<file path="src/hdl/imd_pkg.sv">
// ----------------------------------------------------------------------------
// imd_pkg
// Shared types and constants for the IMD disk image decoder.
// ----------------------------------------------------------------------------
package imd_pkg;

    // Fixed format constants
    localparam logic [7:0] COMMENT_END       = 8'h1A;
    localparam logic [7:0] MAX_MODE          = 8'd5;
    localparam logic [7:0] MAX_HEAD          = 8'd1;
    localparam logic [7:0] MAX_TYPE          = 8'd8;
    localparam int         SIZE_BASE_LOG     = 7;     // sector size is 128 << code
    localparam logic [7:0] RESET_MAX_CYL     = 8'd80;
    localparam logic [2:0] RESET_MAX_CODE    = 3'd6;

    // Configuration register indexes
    typedef enum logic {
        CFG_MAX_CYLINDER  = 1'b0,
        CFG_MAX_SIZE_CODE = 1'b1
    } cfg_index_t;

    typedef enum logic [3:0] {
        ST_OK          = 4'd0,
        ST_NO_HEADER   = 4'd1,
        ST_BAD_MODE    = 4'd2,
        ST_BAD_CYL     = 4'd3,
        ST_BAD_HEAD    = 4'd4,
        ST_BAD_COUNT   = 4'd5,
        ST_BAD_SIZE    = 4'd6,
        ST_BAD_TYPE    = 4'd7,
        ST_BAD_MAP     = 4'd8,
        ST_TRUNCATED   = 4'd9,
        ST_NO_TRACKS   = 4'd10,
        ST_OVERFLOW    = 4'd11
    } status_t;

    typedef enum logic [10:0] {
        PH_COMMENT = 11'b000_0000_0001,
        PH_MODE    = 11'b000_0000_0010,
        PH_CYL     = 11'b000_0000_0100,
        PH_HEAD    = 11'b000_0000_1000,
        PH_COUNT   = 11'b000_0001_0000,
        PH_SIZE    = 11'b000_0010_0000,
        PH_MAP     = 11'b000_0100_0000,
        PH_TYPE    = 11'b000_1000_0000,
        PH_DATA    = 11'b001_0000_0000,
        PH_FILL    = 11'b010_0000_0000,
        PH_DONE    = 11'b100_0000_0000
    } phase_t;

    typedef struct packed {
        logic [31:0] image_address;
        logic [7:0]  fill_value;
        logic [13:0] run_length;
        logic        finished;
        status_t     status;
    } result_t;

endpackage

</file>
<file path="src/hdl/imd_out_buf.sv">
// ----------------------------------------------------------------------------
// imd_out_buf
// Two-entry result buffer: output register plus skid register, so the
// decoder keeps taking bytes while a result waits downstream.
// ----------------------------------------------------------------------------
module imd_out_buf
(
    input  logic             clk,
    input  logic             rst_n,
    input  logic             push_valid,
    output logic             push_ready,
    input  imd_pkg::result_t push_data,
    output logic             pop_valid,
    input  logic             pop_ready,
    output imd_pkg::result_t pop_data
);
    import imd_pkg::*;

    result_t head_reg;
    result_t head_next;
    result_t skid_reg;
    result_t skid_next;
    logic    head_valid_reg;
    logic    head_valid_next;
    logic    skid_valid_reg;
    logic    skid_valid_next;

    assign push_ready = !skid_valid_reg;
    assign pop_valid  = head_valid_reg;
    assign pop_data   = head_reg;

    always_comb
    begin
        head_next       = head_reg;
        skid_next       = skid_reg;
        head_valid_next = head_valid_reg;
        skid_valid_next = skid_valid_reg;
        if (head_valid_reg && pop_ready)
        begin
            head_valid_next = 1'b0;
        end
        if (!head_valid_next && skid_valid_reg)
        begin
            head_next       = skid_reg;
            head_valid_next = 1'b1;
            skid_valid_next = 1'b0;
        end
        if (push_valid && push_ready)
        begin
            if (!head_valid_next)
            begin
                head_next       = push_data;
                head_valid_next = 1'b1;
            end
            else
            begin
                skid_next       = push_data;
                skid_valid_next = 1'b1;
            end
        end
    end

    always_ff @(posedge clk or negedge rst_n)
    begin
        if (!rst_n)
        begin
            head_valid_reg <= 1'b0;
            skid_valid_reg <= 1'b0;
        end
        else
        begin
            head_valid_reg <= head_valid_next;
            skid_valid_reg <= skid_valid_next;
        end
    end

    always_ff @(posedge clk)
    begin
        head_reg <= head_next;
        skid_reg <= skid_next;
    end

    // skid only fills behind a held head entry
    a_skid_behind_head: assert property (@(posedge clk) disable iff (!rst_n)
        skid_valid_reg |-> head_valid_reg)
        else $error("skid entry without head entry");

endmodule

</file>
<file path="src/hdl/imd_disk_image_decoder.sv">
// ----------------------------------------------------------------------------
// imd_disk_image_decoder
// Parses an IMD image byte stream and emits write commands (address, value,
// run length) that lay each sector out in a flat logical disk image.
// ----------------------------------------------------------------------------
//  channel  | direction | handshake             | payload
//  ---------+-----------+-----------------------+------------------------------
//  in       | sink      | in_valid / in_ready   | file_byte, end_of_file
//  cfg      | sink      | cfg_valid / cfg_ready | cfg_index, cfg_data
//  out      | source    | out_valid / out_ready | image_address, fill_value,
//           |           |                       | run_length, finished, status
//
//  One byte per cycle while in_ready is high; each byte is decoded in the cycle it
//  is taken and its result lands in a two-entry output buffer in the next cycle.
//  The sector map is a RAM whose read register is prefetched each cycle with
//  the entry for the next sector position, so a data byte never waits on it.
//  in_ready drops only while both output buffer entries are full.
//  Reset clears control state at once; no clearing pass. cfg is always ready.
// ----------------------------------------------------------------------------
module imd_disk_image_decoder #(
    parameter int MAX_SECTORS      = 256,
    parameter int MAX_SECTOR_BYTES = 8192,
    parameter int ADDRESS_BITS     = 32
)
(
    input  logic        clk,
    input  logic        rst_n,
    input  logic        in_valid,
    output logic        in_ready,
    input  logic [7:0]  file_byte,
    input  logic        end_of_file,
    input  logic        cfg_valid,
    output logic        cfg_ready,
    input  logic        cfg_index,
    input  logic [7:0]  cfg_data,
    output logic        out_valid,
    input  logic        out_ready,
    output logic [31:0] image_address,
    output logic [7:0]  fill_value,
    output logic [13:0] run_length,
    output logic        finished,
    output logic [3:0]  status
);
    import imd_pkg::*;

    localparam int IDX_W     = (MAX_SECTORS > 1) ? $clog2(MAX_SECTORS) : 1;
    localparam int CNT_W     = $clog2(MAX_SECTORS + 1);
    localparam int LOG_BYTES = $clog2(MAX_SECTOR_BYTES + 1) - 1;
    localparam int MAX_CODE  = LOG_BYTES - SIZE_BASE_LOG;
    localparam int SB_W      = LOG_BYTES + 1;
    localparam int SPAN_W    = CNT_W + LOG_BYTES;
    localparam int BASE_W    = ADDRESS_BITS + 1;
    localparam int SUM_W     = ((BASE_W > SPAN_W) ? BASE_W : SPAN_W) + 1;
    localparam logic [SUM_W-1:0] ADDR_LIMIT = SUM_W'(1) << ADDRESS_BITS;

    // parser state
    phase_t              phase_reg;
    phase_t              phase_next;
    logic                comment_seen_reg;
    logic                comment_seen_next;
    logic                any_done_reg;
    logic                any_done_next;
    logic [BASE_W-1:0]   base_reg;
    logic [BASE_W-1:0]   base_next;
    logic [CNT_W-1:0]    count_reg;
    logic [CNT_W-1:0]    count_next;
    logic [2:0]          code_reg;
    logic [2:0]          code_next;
    logic [IDX_W-1:0]    pos_reg;
    logic [IDX_W-1:0]    pos_next;
    logic [SB_W-1:0]     off_reg;
    logic [SB_W-1:0]     off_next;
    logic [7:0]          max_cyl_reg;
    logic [2:0]          max_code_reg;
    logic [MAX_SECTORS-1:0] used_reg;

    // sector map RAM
    logic [IDX_W-1:0]    map_mem [MAX_SECTORS];
    logic [IDX_W-1:0]    slot_reg;
    logic [IDX_W-1:0]    rd_addr;
    logic                map_write;
    logic                map_we;
    logic                used_clear;

    logic                accept;
    logic                live;
    logic                wr;
    logic                finish_ok;
    status_t             err;
    logic [7:0]          wr_value;
    logic [13:0]         wr_run;

    logic [SB_W-1:0]     sector_bytes;
    logic [SPAN_W-1:0]   track_bytes;
    logic [SPAN_W-1:0]   track_bytes_new;
    logic [SPAN_W-1:0]   slot_span;
    logic [SUM_W-1:0]    write_sum;
    logic [SUM_W-1:0]    end_sum;
    logic [SUM_W-1:0]    new_sum;
    logic [CNT_W-1:0]    pos_inc;
    logic                pos_last;
    logic [SB_W-1:0]     off_inc;
    logic [IDX_W-1:0]    map_idx;
    logic                map_in_range;
    logic [31:0]         wr_addr;

    logic                push_valid;
    logic                push_ready;
    result_t             push_data;
    result_t             pop_data;

    assign accept    = in_valid && in_ready;
    assign in_ready  = push_ready;
    assign cfg_ready = 1'b1;

    // datapath shared by all phases
    assign sector_bytes    = (SB_W'(1) << code_reg) << SIZE_BASE_LOG;
    assign track_bytes     = (SPAN_W'(count_reg) << code_reg) << SIZE_BASE_LOG;
    assign track_bytes_new = (SPAN_W'(count_reg) << file_byte[2:0]) << SIZE_BASE_LOG;
    assign slot_span       = ((SPAN_W'(slot_reg) << code_reg) << SIZE_BASE_LOG)
                             + SPAN_W'(off_reg);
    assign write_sum       = SUM_W'(base_reg) + SUM_W'(slot_span);
    assign end_sum         = SUM_W'(base_reg) + SUM_W'(track_bytes);
    assign new_sum         = SUM_W'(base_reg) + SUM_W'(track_bytes_new);
    assign wr_addr         = 32'(write_sum[ADDRESS_BITS-1:0]);
    assign pos_inc         = CNT_W'(pos_reg) + CNT_W'(1);
    assign pos_last        = pos_inc >= count_reg;
    assign off_inc         = off_reg + SB_W'(1);
    assign map_idx         = IDX_W'(file_byte - 8'd1);
    assign map_in_range    = (file_byte != 8'd0) && (9'(file_byte) <= 9'(count_reg));

    always_comb
    begin
        phase_next        = phase_reg;
        comment_seen_next = comment_seen_reg;
        any_done_next     = any_done_reg;
        base_next         = base_reg;
        count_next        = count_reg;
        code_next         = code_reg;
        pos_next          = pos_reg;
        off_next          = off_reg;
        live              = 1'b1;
        wr                = 1'b0;
        wr_value          = 8'd0;
        wr_run            = 14'd0;
        err               = ST_OK;
        finish_ok         = 1'b0;
        map_write         = 1'b0;
        used_clear        = 1'b0;

        case (phase_reg)
            PH_COMMENT:
            begin
                if (file_byte == COMMENT_END)
                begin
                    if (!comment_seen_reg)
                        err = ST_NO_HEADER;
                    else
                        phase_next = PH_MODE;
                end
                else
                begin
                    comment_seen_next = 1'b1;
                end
            end
            PH_MODE:
            begin
                if (file_byte > MAX_MODE)
                    err = ST_BAD_MODE;
                else
                    phase_next = PH_CYL;
            end
            PH_CYL:
            begin
                if (file_byte > max_cyl_reg)
                    err = ST_BAD_CYL;
                else
                    phase_next = PH_HEAD;
            end
            PH_HEAD:
            begin
                if (file_byte > MAX_HEAD)
                    err = ST_BAD_HEAD;
                else
                    phase_next = PH_COUNT;
            end
            PH_COUNT:
            begin
                if (file_byte == 8'd0 || 9'(file_byte) > 9'(MAX_SECTORS))
                begin
                    err = ST_BAD_COUNT;
                end
                else
                begin
                    count_next = CNT_W'(file_byte);
                    used_clear = 1'b1;
                    phase_next = PH_SIZE;
                end
            end
            PH_SIZE:
            begin
                if (file_byte > 8'(max_code_reg) || file_byte > 8'(MAX_CODE))
                begin
                    err = ST_BAD_SIZE;
                end
                else if (new_sum > ADDR_LIMIT)
                begin
                    err = ST_OVERFLOW;
                end
                else
                begin
                    code_next  = file_byte[2:0];
                    pos_next   = '0;
                    off_next   = '0;
                    phase_next = PH_MAP;
                end
            end
            PH_MAP:
            begin
                if (!map_in_range)
                begin
                    err = ST_BAD_MAP;
                end
                else if (used_reg[map_idx])
                begin
                    err = ST_BAD_MAP;
                end
                else
                begin
                    map_write = 1'b1;
                    if (pos_last)
                    begin
                        pos_next   = '0;
                        phase_next = PH_TYPE;
                    end
                    else
                    begin
                        pos_next = IDX_W'(pos_inc);
                    end
                end
            end
            PH_TYPE:
            begin
                if (file_byte > MAX_TYPE)
                begin
                    err = ST_BAD_TYPE;
                end
                else if (file_byte[0])
                begin
                    off_next   = '0;
                    phase_next = PH_DATA;
                end
                else if (file_byte == 8'd0)
                begin
                    off_next = '0;
                    wr       = 1'b1;
                    wr_run   = 14'(sector_bytes);
                end
                else
                begin
                    phase_next = PH_FILL;
                end
            end
            PH_DATA:
            begin
                wr       = 1'b1;
                wr_value = file_byte;
                wr_run   = 14'd1;
                off_next = off_inc;
                if (off_inc >= sector_bytes)
                    off_next = '0;
            end
            PH_FILL:
            begin
                off_next = '0;
                wr       = 1'b1;
                wr_value = file_byte;
                wr_run   = 14'(sector_bytes);
            end
            PH_DONE:
            begin
                live = 1'b0;
            end
            default:
            begin
                live       = 1'b0;
                phase_next = PH_DONE;
            end
        endcase

        // end of a sector: zero fill, byte fill, or the last data byte
        if (err == ST_OK && ((phase_reg == PH_TYPE && file_byte == 8'd0)
                             || phase_reg == PH_FILL
                             || (phase_reg == PH_DATA && off_inc >= sector_bytes)))
        begin
            if (pos_last)
            begin
                base_next     = BASE_W'(end_sum);
                any_done_next = 1'b1;
                pos_next      = '0;
                phase_next    = PH_MODE;
            end
            else
            begin
                pos_next   = IDX_W'(pos_inc);
                phase_next = PH_TYPE;
            end
        end

        if (live && err == ST_OK && end_of_file)
        begin
            case (phase_next)
                PH_COMMENT:
                    err = comment_seen_next ? ST_NO_TRACKS : ST_NO_HEADER;
                PH_MODE:
                begin
                    if (any_done_next)
                        finish_ok = 1'b1;
                    else
                        err = ST_NO_TRACKS;
                end
                default:
                    err = ST_TRUNCATED;
            endcase
        end

        if (err != ST_OK || finish_ok)
            phase_next = PH_DONE;
    end

    always_comb
    begin
        push_data.image_address = wr_addr;
        push_data.fill_value    = wr_value;
        push_data.run_length    = wr_run;
        push_data.finished      = finish_ok;
        push_data.status        = ST_OK;
        if (err != ST_OK)
        begin
            push_data.image_address = 32'd0;
            push_data.fill_value    = 8'd0;
            push_data.run_length    = 14'd0;
            push_data.finished      = 1'b1;
            push_data.status        = err;
        end
        else if (!wr)
        begin
            push_data.image_address = 32'd0;
        end
    end

    assign push_valid = accept && live && (err != ST_OK || finish_ok || wr);
    assign map_we     = accept && map_write;

    // prefetch the slot for the position the parser will hold next cycle
    assign rd_addr = accept ? pos_next : pos_reg;

    always_ff @(posedge clk)
    begin
        if (map_we)
            map_mem[pos_reg] <= map_idx;
        if (map_we && pos_reg == rd_addr)
            slot_reg <= map_idx;
        else
            slot_reg <= map_mem[rd_addr];
    end

    always_ff @(posedge clk or negedge rst_n)
    begin
        if (!rst_n)
        begin
            phase_reg        <= PH_COMMENT;
            comment_seen_reg <= 1'b0;
            any_done_reg     <= 1'b0;
            base_reg         <= '0;
            count_reg        <= '0;
            code_reg         <= '0;
            pos_reg          <= '0;
            off_reg          <= '0;
            used_reg         <= '0;
        end
        else if (accept)
        begin
            phase_reg        <= phase_next;
            comment_seen_reg <= comment_seen_next;
            any_done_reg     <= any_done_next;
            base_reg         <= base_next;
            count_reg        <= count_next;
            code_reg         <= code_next;
            pos_reg          <= pos_next;
            off_reg          <= off_next;
            if (used_clear)
                used_reg <= '0;
            else if (map_write)
                used_reg[map_idx] <= 1'b1;
        end
    end

    always_ff @(posedge clk or negedge rst_n)
    begin
        if (!rst_n)
        begin
            max_cyl_reg  <= RESET_MAX_CYL;
            max_code_reg <= RESET_MAX_CODE;
        end
        else if (cfg_valid && cfg_ready)
        begin
            case (cfg_index_t'(cfg_index))
                CFG_MAX_CYLINDER:  max_cyl_reg  <= cfg_data;
                CFG_MAX_SIZE_CODE: max_code_reg <= cfg_data[2:0];
                default:           max_cyl_reg  <= max_cyl_reg;
            endcase
        end
    end

    imd_out_buf u_out_buf
    (
        .clk        (clk),
        .rst_n      (rst_n),
        .push_valid (push_valid),
        .push_ready (push_ready),
        .push_data  (push_data),
        .pop_valid  (out_valid),
        .pop_ready  (out_ready),
        .pop_data   (pop_data)
    );

    assign image_address = pop_data.image_address;
    assign fill_value    = pop_data.fill_value;
    assign run_length    = pop_data.run_length;
    assign finished      = pop_data.finished;
    assign status        = pop_data.status;

    a_final_stops: assert property (@(posedge clk) disable iff (!rst_n)
        (push_valid && push_data.finished) |=> phase_reg == PH_DONE)
        else $error("parser still live after final transaction");

    a_pos_in_track: assert property (@(posedge clk) disable iff (!rst_n)
        (phase_reg == PH_MAP || phase_reg == PH_TYPE || phase_reg == PH_DATA
         || phase_reg == PH_FILL) |-> CNT_W'(pos_reg) < count_reg)
        else $error("sector position beyond sector count");

    a_off_in_sector: assert property (@(posedge clk) disable iff (!rst_n)
        phase_reg == PH_DATA |-> off_reg < sector_bytes)
        else $error("byte offset beyond sector size");

    a_silent_when_done: assert property (@(posedge clk) disable iff (!rst_n)
        (accept && phase_reg == PH_DONE) |-> !push_valid)
        else $error("result after final transaction");

endmodule
</file>
<file path="config.mk">
export PLATFORM = sky130hd
export DESIGN_NAME = imd_disk_image_decoder
export DESIGN_NICKNAME = d
export VERILOG_FILES = /design/src/hdl/imd_pkg.sv /design/src/hdl/imd_out_buf.sv /design/src/hdl/imd_disk_image_decoder.sv
export SDC_FILE = /design/constraint.sdc
export NUM_CORES = 2
export LEC_CHECK = 0
export BUFFER_PORTS_ARGS = -buffer_cell sky130_fd_sc_hd__buf_2
export CAP_MARGIN = 20
export CORE_ASPECT_RATIO = 0.8
export CORE_UTILIZATION = 62
export CTS_BUF_LIST = sky130_fd_sc_hd__clkbuf_4 sky130_fd_sc_hd__clkbuf_8 sky130_fd_sc_hd__clkbuf_16
export DETAILED_ROUTE_END_ITERATION = 8
export HOLD_SLACK_MARGIN = 0.05
export PLACE_DENSITY = 0.84
export SKIP_LAST_GASP = 1
export SLEW_MARGIN = 30
export SYNTH_ARGS = -nofsm -noshare
export SYNTH_HDL_FRONTEND = slang
export SYNTH_SLANG_ARGS = --single-unit
</file>
<file path="constraint.sdc">
create_clock -name clk -period 9.6 [get_ports clk]
set_input_delay 2.88 -clock clk [delete_from_list [all_inputs] [get_ports clk]]
set_output_delay 2.88 -clock clk [all_outputs]
set_load 0.01 [all_outputs]
</file>
==> flow_metrics.py <==
metrics = {
    "status": {
        "outcome": "finished clean",
    },
    "logic_synthesis": {
        "synth.yosys.warnings": 0,
        "ys_async_rst_share": 0.136,
        "post_synth_num_cell_types": 97,
        "ys_seq_elements": 2509,
        "synthCells": 6384,
        "mappedNetlistNets": 6508,
        "most_instantiated_flip_flop_cell_in_the_synthesis_netlist": "sky130_fd_sc_hd__edfxtp_1",
        "synthesis.area_per_instance_um2": 16.4,
        "synth.yosys.seq_area_share": 0.696,
        "synth-edff-count": 2101,
        "synth_area_mm2": 0.105,
    },
    "clocking": {
        "post-cts-setup-buffer-count": 0,
        "clock-root-buffer": "sky130_fd_sc_hd__clkbuf_16",
        "clock_tree.htree_level_count": 4,
        "cts.sinks": 2509,
        "clock_tree_from_tritoncts": "yes",
        "cts_buffers": 222,
        "skew_pair_late_insertion_delay_ns": 0.90,
        "clk_transition_reported_paths_ns": 0.07,
        "post_cts_repair_resize_count": 0,
        "cts_max_path_buffers": 3,
        "ctsHoldBuffers": 0,
    },
    "run": {
        "max_cap_violations": 0,
    },
    "floorplanning": {
        "io_pins": 85,
        "die-width_um": 462,
        "core-area_mm2": 0.167,
        "die_y_um": 370,
        "die-area_mm2": 0.171,
        "rows": 134,
        "floorplan.initialDensity": 0.626,
    },
    "grt": {
        "grt_start_max_net_pins": 233,
        "grtUsageTotal": 0.343,
        "globalRouteOverflowTotal": 0,
        "antenna_found_initial": 13,
        "wire_length_of_the_first_global_routing_pass_mm": 425,
        "first_global_vias": 63600,
    },
    "route": {
        "wirelength_mm": 294,
        "route.detailed.vias_per_inst": 7.21,
        "remaining_routing_drc_violations": 0,
        "drt_iter0_markers": 11400,
        "via_total_after_detailed_routing": 64500,
        "routed_wire_length_per_instance_um": 32.9,
        "final_antenna_net_count": 0,
        "drt_first_pass_iters": 9,
    },
    "pwr": {
        "power_density_mw_per_mm2": 189,
        "netSwitchingPower_uw": 4680,
        "power.sequential.fraction": 0.543,
        "combinationalPowerShare": 0.025,
        "total_leakage_power_uw": 0.0396,
        "swShare": 0.214,
        "cell_internal_pwr_uw": 17200,
        "power.ir.vdd_worst_mv": 0.203,
        "power_frac_clock": 0.432,
    },
    "worst_setup_path": {
        "worstSetupEndpointType": "register",
        "worstPathRequired_ns": 10.41,
        "critical_path.max_fanout": 41,
        "worst_path_max_delay_cell": "sky130_fd_sc_hd__nor4_2",
        "arrival_ns": 9.81,
        "path_class": "reg2reg",
        "cpPeakStageDelay_ns": 0.95,
        "worst_setup_path_start_kind": "register",
        "path_common_cell": "sky130_fd_sc_hd__a21oi_1",
    },
    "placement": {
        "place_congestion": 0.950,
        "placement.io_buffers": 83,
        "dp_hpwl_mm": 163,
    },
    "sta": {
        "setup_viol": 0,
        "grt_setup_unrepaired": "false",
        "slew_violations": 0,
        "post-route-min-period_ns": 9.01,
        "holdWs_ns": 0.485,
        "slew-limit-headroom": 0.263,
        "worst_pin_slew_ns": 1.09,
        "max_clock_freq_mhz": 111,
        "worst_clock_skew_ns": 0.0843,
        "period_share": 0.938,
        "timing.final.hold_violations": 0,
    },
    "layout": {
        "largest_register_ffs": 2048,
        "areaGrowthSynthToFinish_pct": 10.9,
        "post_route_cells_drive_above_1_share": 0.222,
        "final_core_utilization": 0.695,
        "design.final.nets": 6624,
    },
    "worst_hold_path": {
        "worstHoldPathType": "reg2reg",
    },
}
[area by class of cell]
type / instances / area (um^2)
Inverter: 81 / 353
Tap cell: 2244 / 2810
Timing Repair Buffer: 305 / 2510
Fill cell: 9776 / 51100
Sequential cell: 2509 / 73000
Multi-Input combinational cell: 3381 / 29900
Clock inverter: 138 / 1510
Antenna cell: 5 / 12.5
Clock buffer: 283 / 6130
[critical path, delay by kind of cell (launching register included)]
kind	cells	cell delay (ns)
multiplexers	1	0.62
adder cells (fa/ha/maj)	2	0.65
XOR/XNOR	2	0.32
AO/OA/AOI/OAI	16	3.27
AND/OR/NAND/NOR	7	2.34
flip-flops	1	0.93
buffers and inverters	2	0.73
[power groups by stage]
stage	sequential [uW]	clock, uW	combinational [uW]
after floorplan	12200	0	259
after global placement	12100	0	480
after CTS	11900	9450	512
final	11900	9480	540
after global routing	11900	9820	562
after detailed placement	12100	0	506
[cells in the final DEF (no fill, tap or decap), types with 23 or more instances in the layout]
master,netlist,layout
sky130_fd_sc_hd__clkinv_2,0,45
sky130_fd_sc_hd__a21o_1,57,57
sky130_fd_sc_hd__xnor2_1,55,54
sky130_fd_sc_hd__a211oi_1,41,39
sky130_fd_sc_hd__buf_2,81,81
sky130_fd_sc_hd__xor2_1,26,25
sky130_fd_sc_hd__inv_1,77,71
sky130_fd_sc_hd__nor2_2,0,60
sky130_fd_sc_hd__bufinv_16,0,25
sky130_fd_sc_hd__ha_1,97,96
sky130_fd_sc_hd__o21ai_0,148,147
sky130_fd_sc_hd__nor3_1,37,37
sky130_fd_sc_hd__dfxtp_1,67,62
sky130_fd_sc_hd__and3_1,52,46
sky130_fd_sc_hd__a22o_1,41,41
sky130_fd_sc_hd__a221oi_1,39,39
sky130_fd_sc_hd__buf_4,15,188
sky130_fd_sc_hd__nor2_4,0,32
sky130_fd_sc_hd__nand2_1,297,289
sky130_fd_sc_hd__o22ai_1,50,50
sky130_fd_sc_hd__mux2i_1,104,104
sky130_fd_sc_hd__a21oi_1,398,396
sky130_fd_sc_hd__nor2_1,676,584
sky130_fd_sc_hd__a31oi_1,23,23
sky130_fd_sc_hd__nand2b_1,25,24
sky130_fd_sc_hd__clkinv_1,1,35
sky130_fd_sc_hd__or3_1,25,25
sky130_fd_sc_hd__edfxtp_1,2101,2101
sky130_fd_sc_hd__a22oi_1,127,127
sky130_fd_sc_hd__nand3_1,141,139
sky130_fd_sc_hd__and2_1,48,40
sky130_fd_sc_hd__dfrtp_1,336,336
sky130_fd_sc_hd__nor2b_1,37,34
sky130_fd_sc_hd__clkbuf_16,0,226
sky130_fd_sc_hd__clkbuf_4,0,49
sky130_fd_sc_hd__mux4_2,567,567
[kinds of logic after synthesis]
kind of cell,synth area share
DFF,0.696
and+or+nand+nor,0.0609
muxes,0.134
xor gates and xnor gates,0.00677
other,0.0000358
AOI/OAI and AO/OA,0.0669
buffers and inverters,0.0231
adders and majority gates,0.0123
[Yosys cell counts (all sizes together), types with 52 or more instances]
cell / number / area share
edfxtp: 2101 / 0.60
nor2: 676 / 0.024
mux4: 567 / 0.12
a21oi: 400 / 0.019
dfrtp: 336 / 0.080
nand2: 298 / 0.011
clkbuf: 247 / 0.0088
buf: 166 / 0.011
o21ai: 151 / 0.0072
nand3: 141 / 0.0067
a22oi: 127 / 0.0091
mux2i: 105 / 0.010
ha: 97 / 0.012
inv: 80 / 0.0029
dfxtp: 67 / 0.013
a21o: 57 / 0.0041
xnor2: 55 / 0.0046
and3: 52 / 0.0031
[per-layer routing]
layer | up-vias | track usage | part of all wire
met3 | 1182 | 0.0914 | 0.14
met5 | - | 0 | 0.00039
met1 | 32200 | 0.465 | 0.35
met2 | 5815 | 0.523 | 0.46
li1 | 25300 | - | -
met4 | 18 | 0.164 | 0.057
[through the flow]
step                std cells  TNS [ns]  instance area, um^2  setup WS, ns  total power (uW)
global route             8942         0               116000         0.159             22300
global placement         8512         0               108000          1.00             12600
detailed placement       8513         0               108000         0.815             12600
finish                   8946         0               116000         0.594             21900
CTS                      8934         0               116000         0.876             21900
floorplan                6384  -3802.45               105000         -1.64             12400
[worst paths after layout]
| path | cells past startpoint | to | slack, ns | from |
|---|---|---|---|---|
| worst max-delay path | 30 | u_out_buf.pop_data[51] | 0.59 | register |
| worst min-delay path | 1 | u_out_buf.pop_data[6] | 0.49 | u_out_buf.pop_data[6] |
| worst max register to register | 30 | u_out_buf.pop_data[51] | 0.59 | register |
| worst min register to register | 1 | u_out_buf.pop_data[6] | 0.49 | u_out_buf.pop_data[6] |
| max in group asynchronous | 3 | code_reg[0] | 6.23 | rst_n |
| min in group asynchronous | 1 | used_reg[120] | 1.91 | rst_n |
Power figures use the tool's default switching activity.
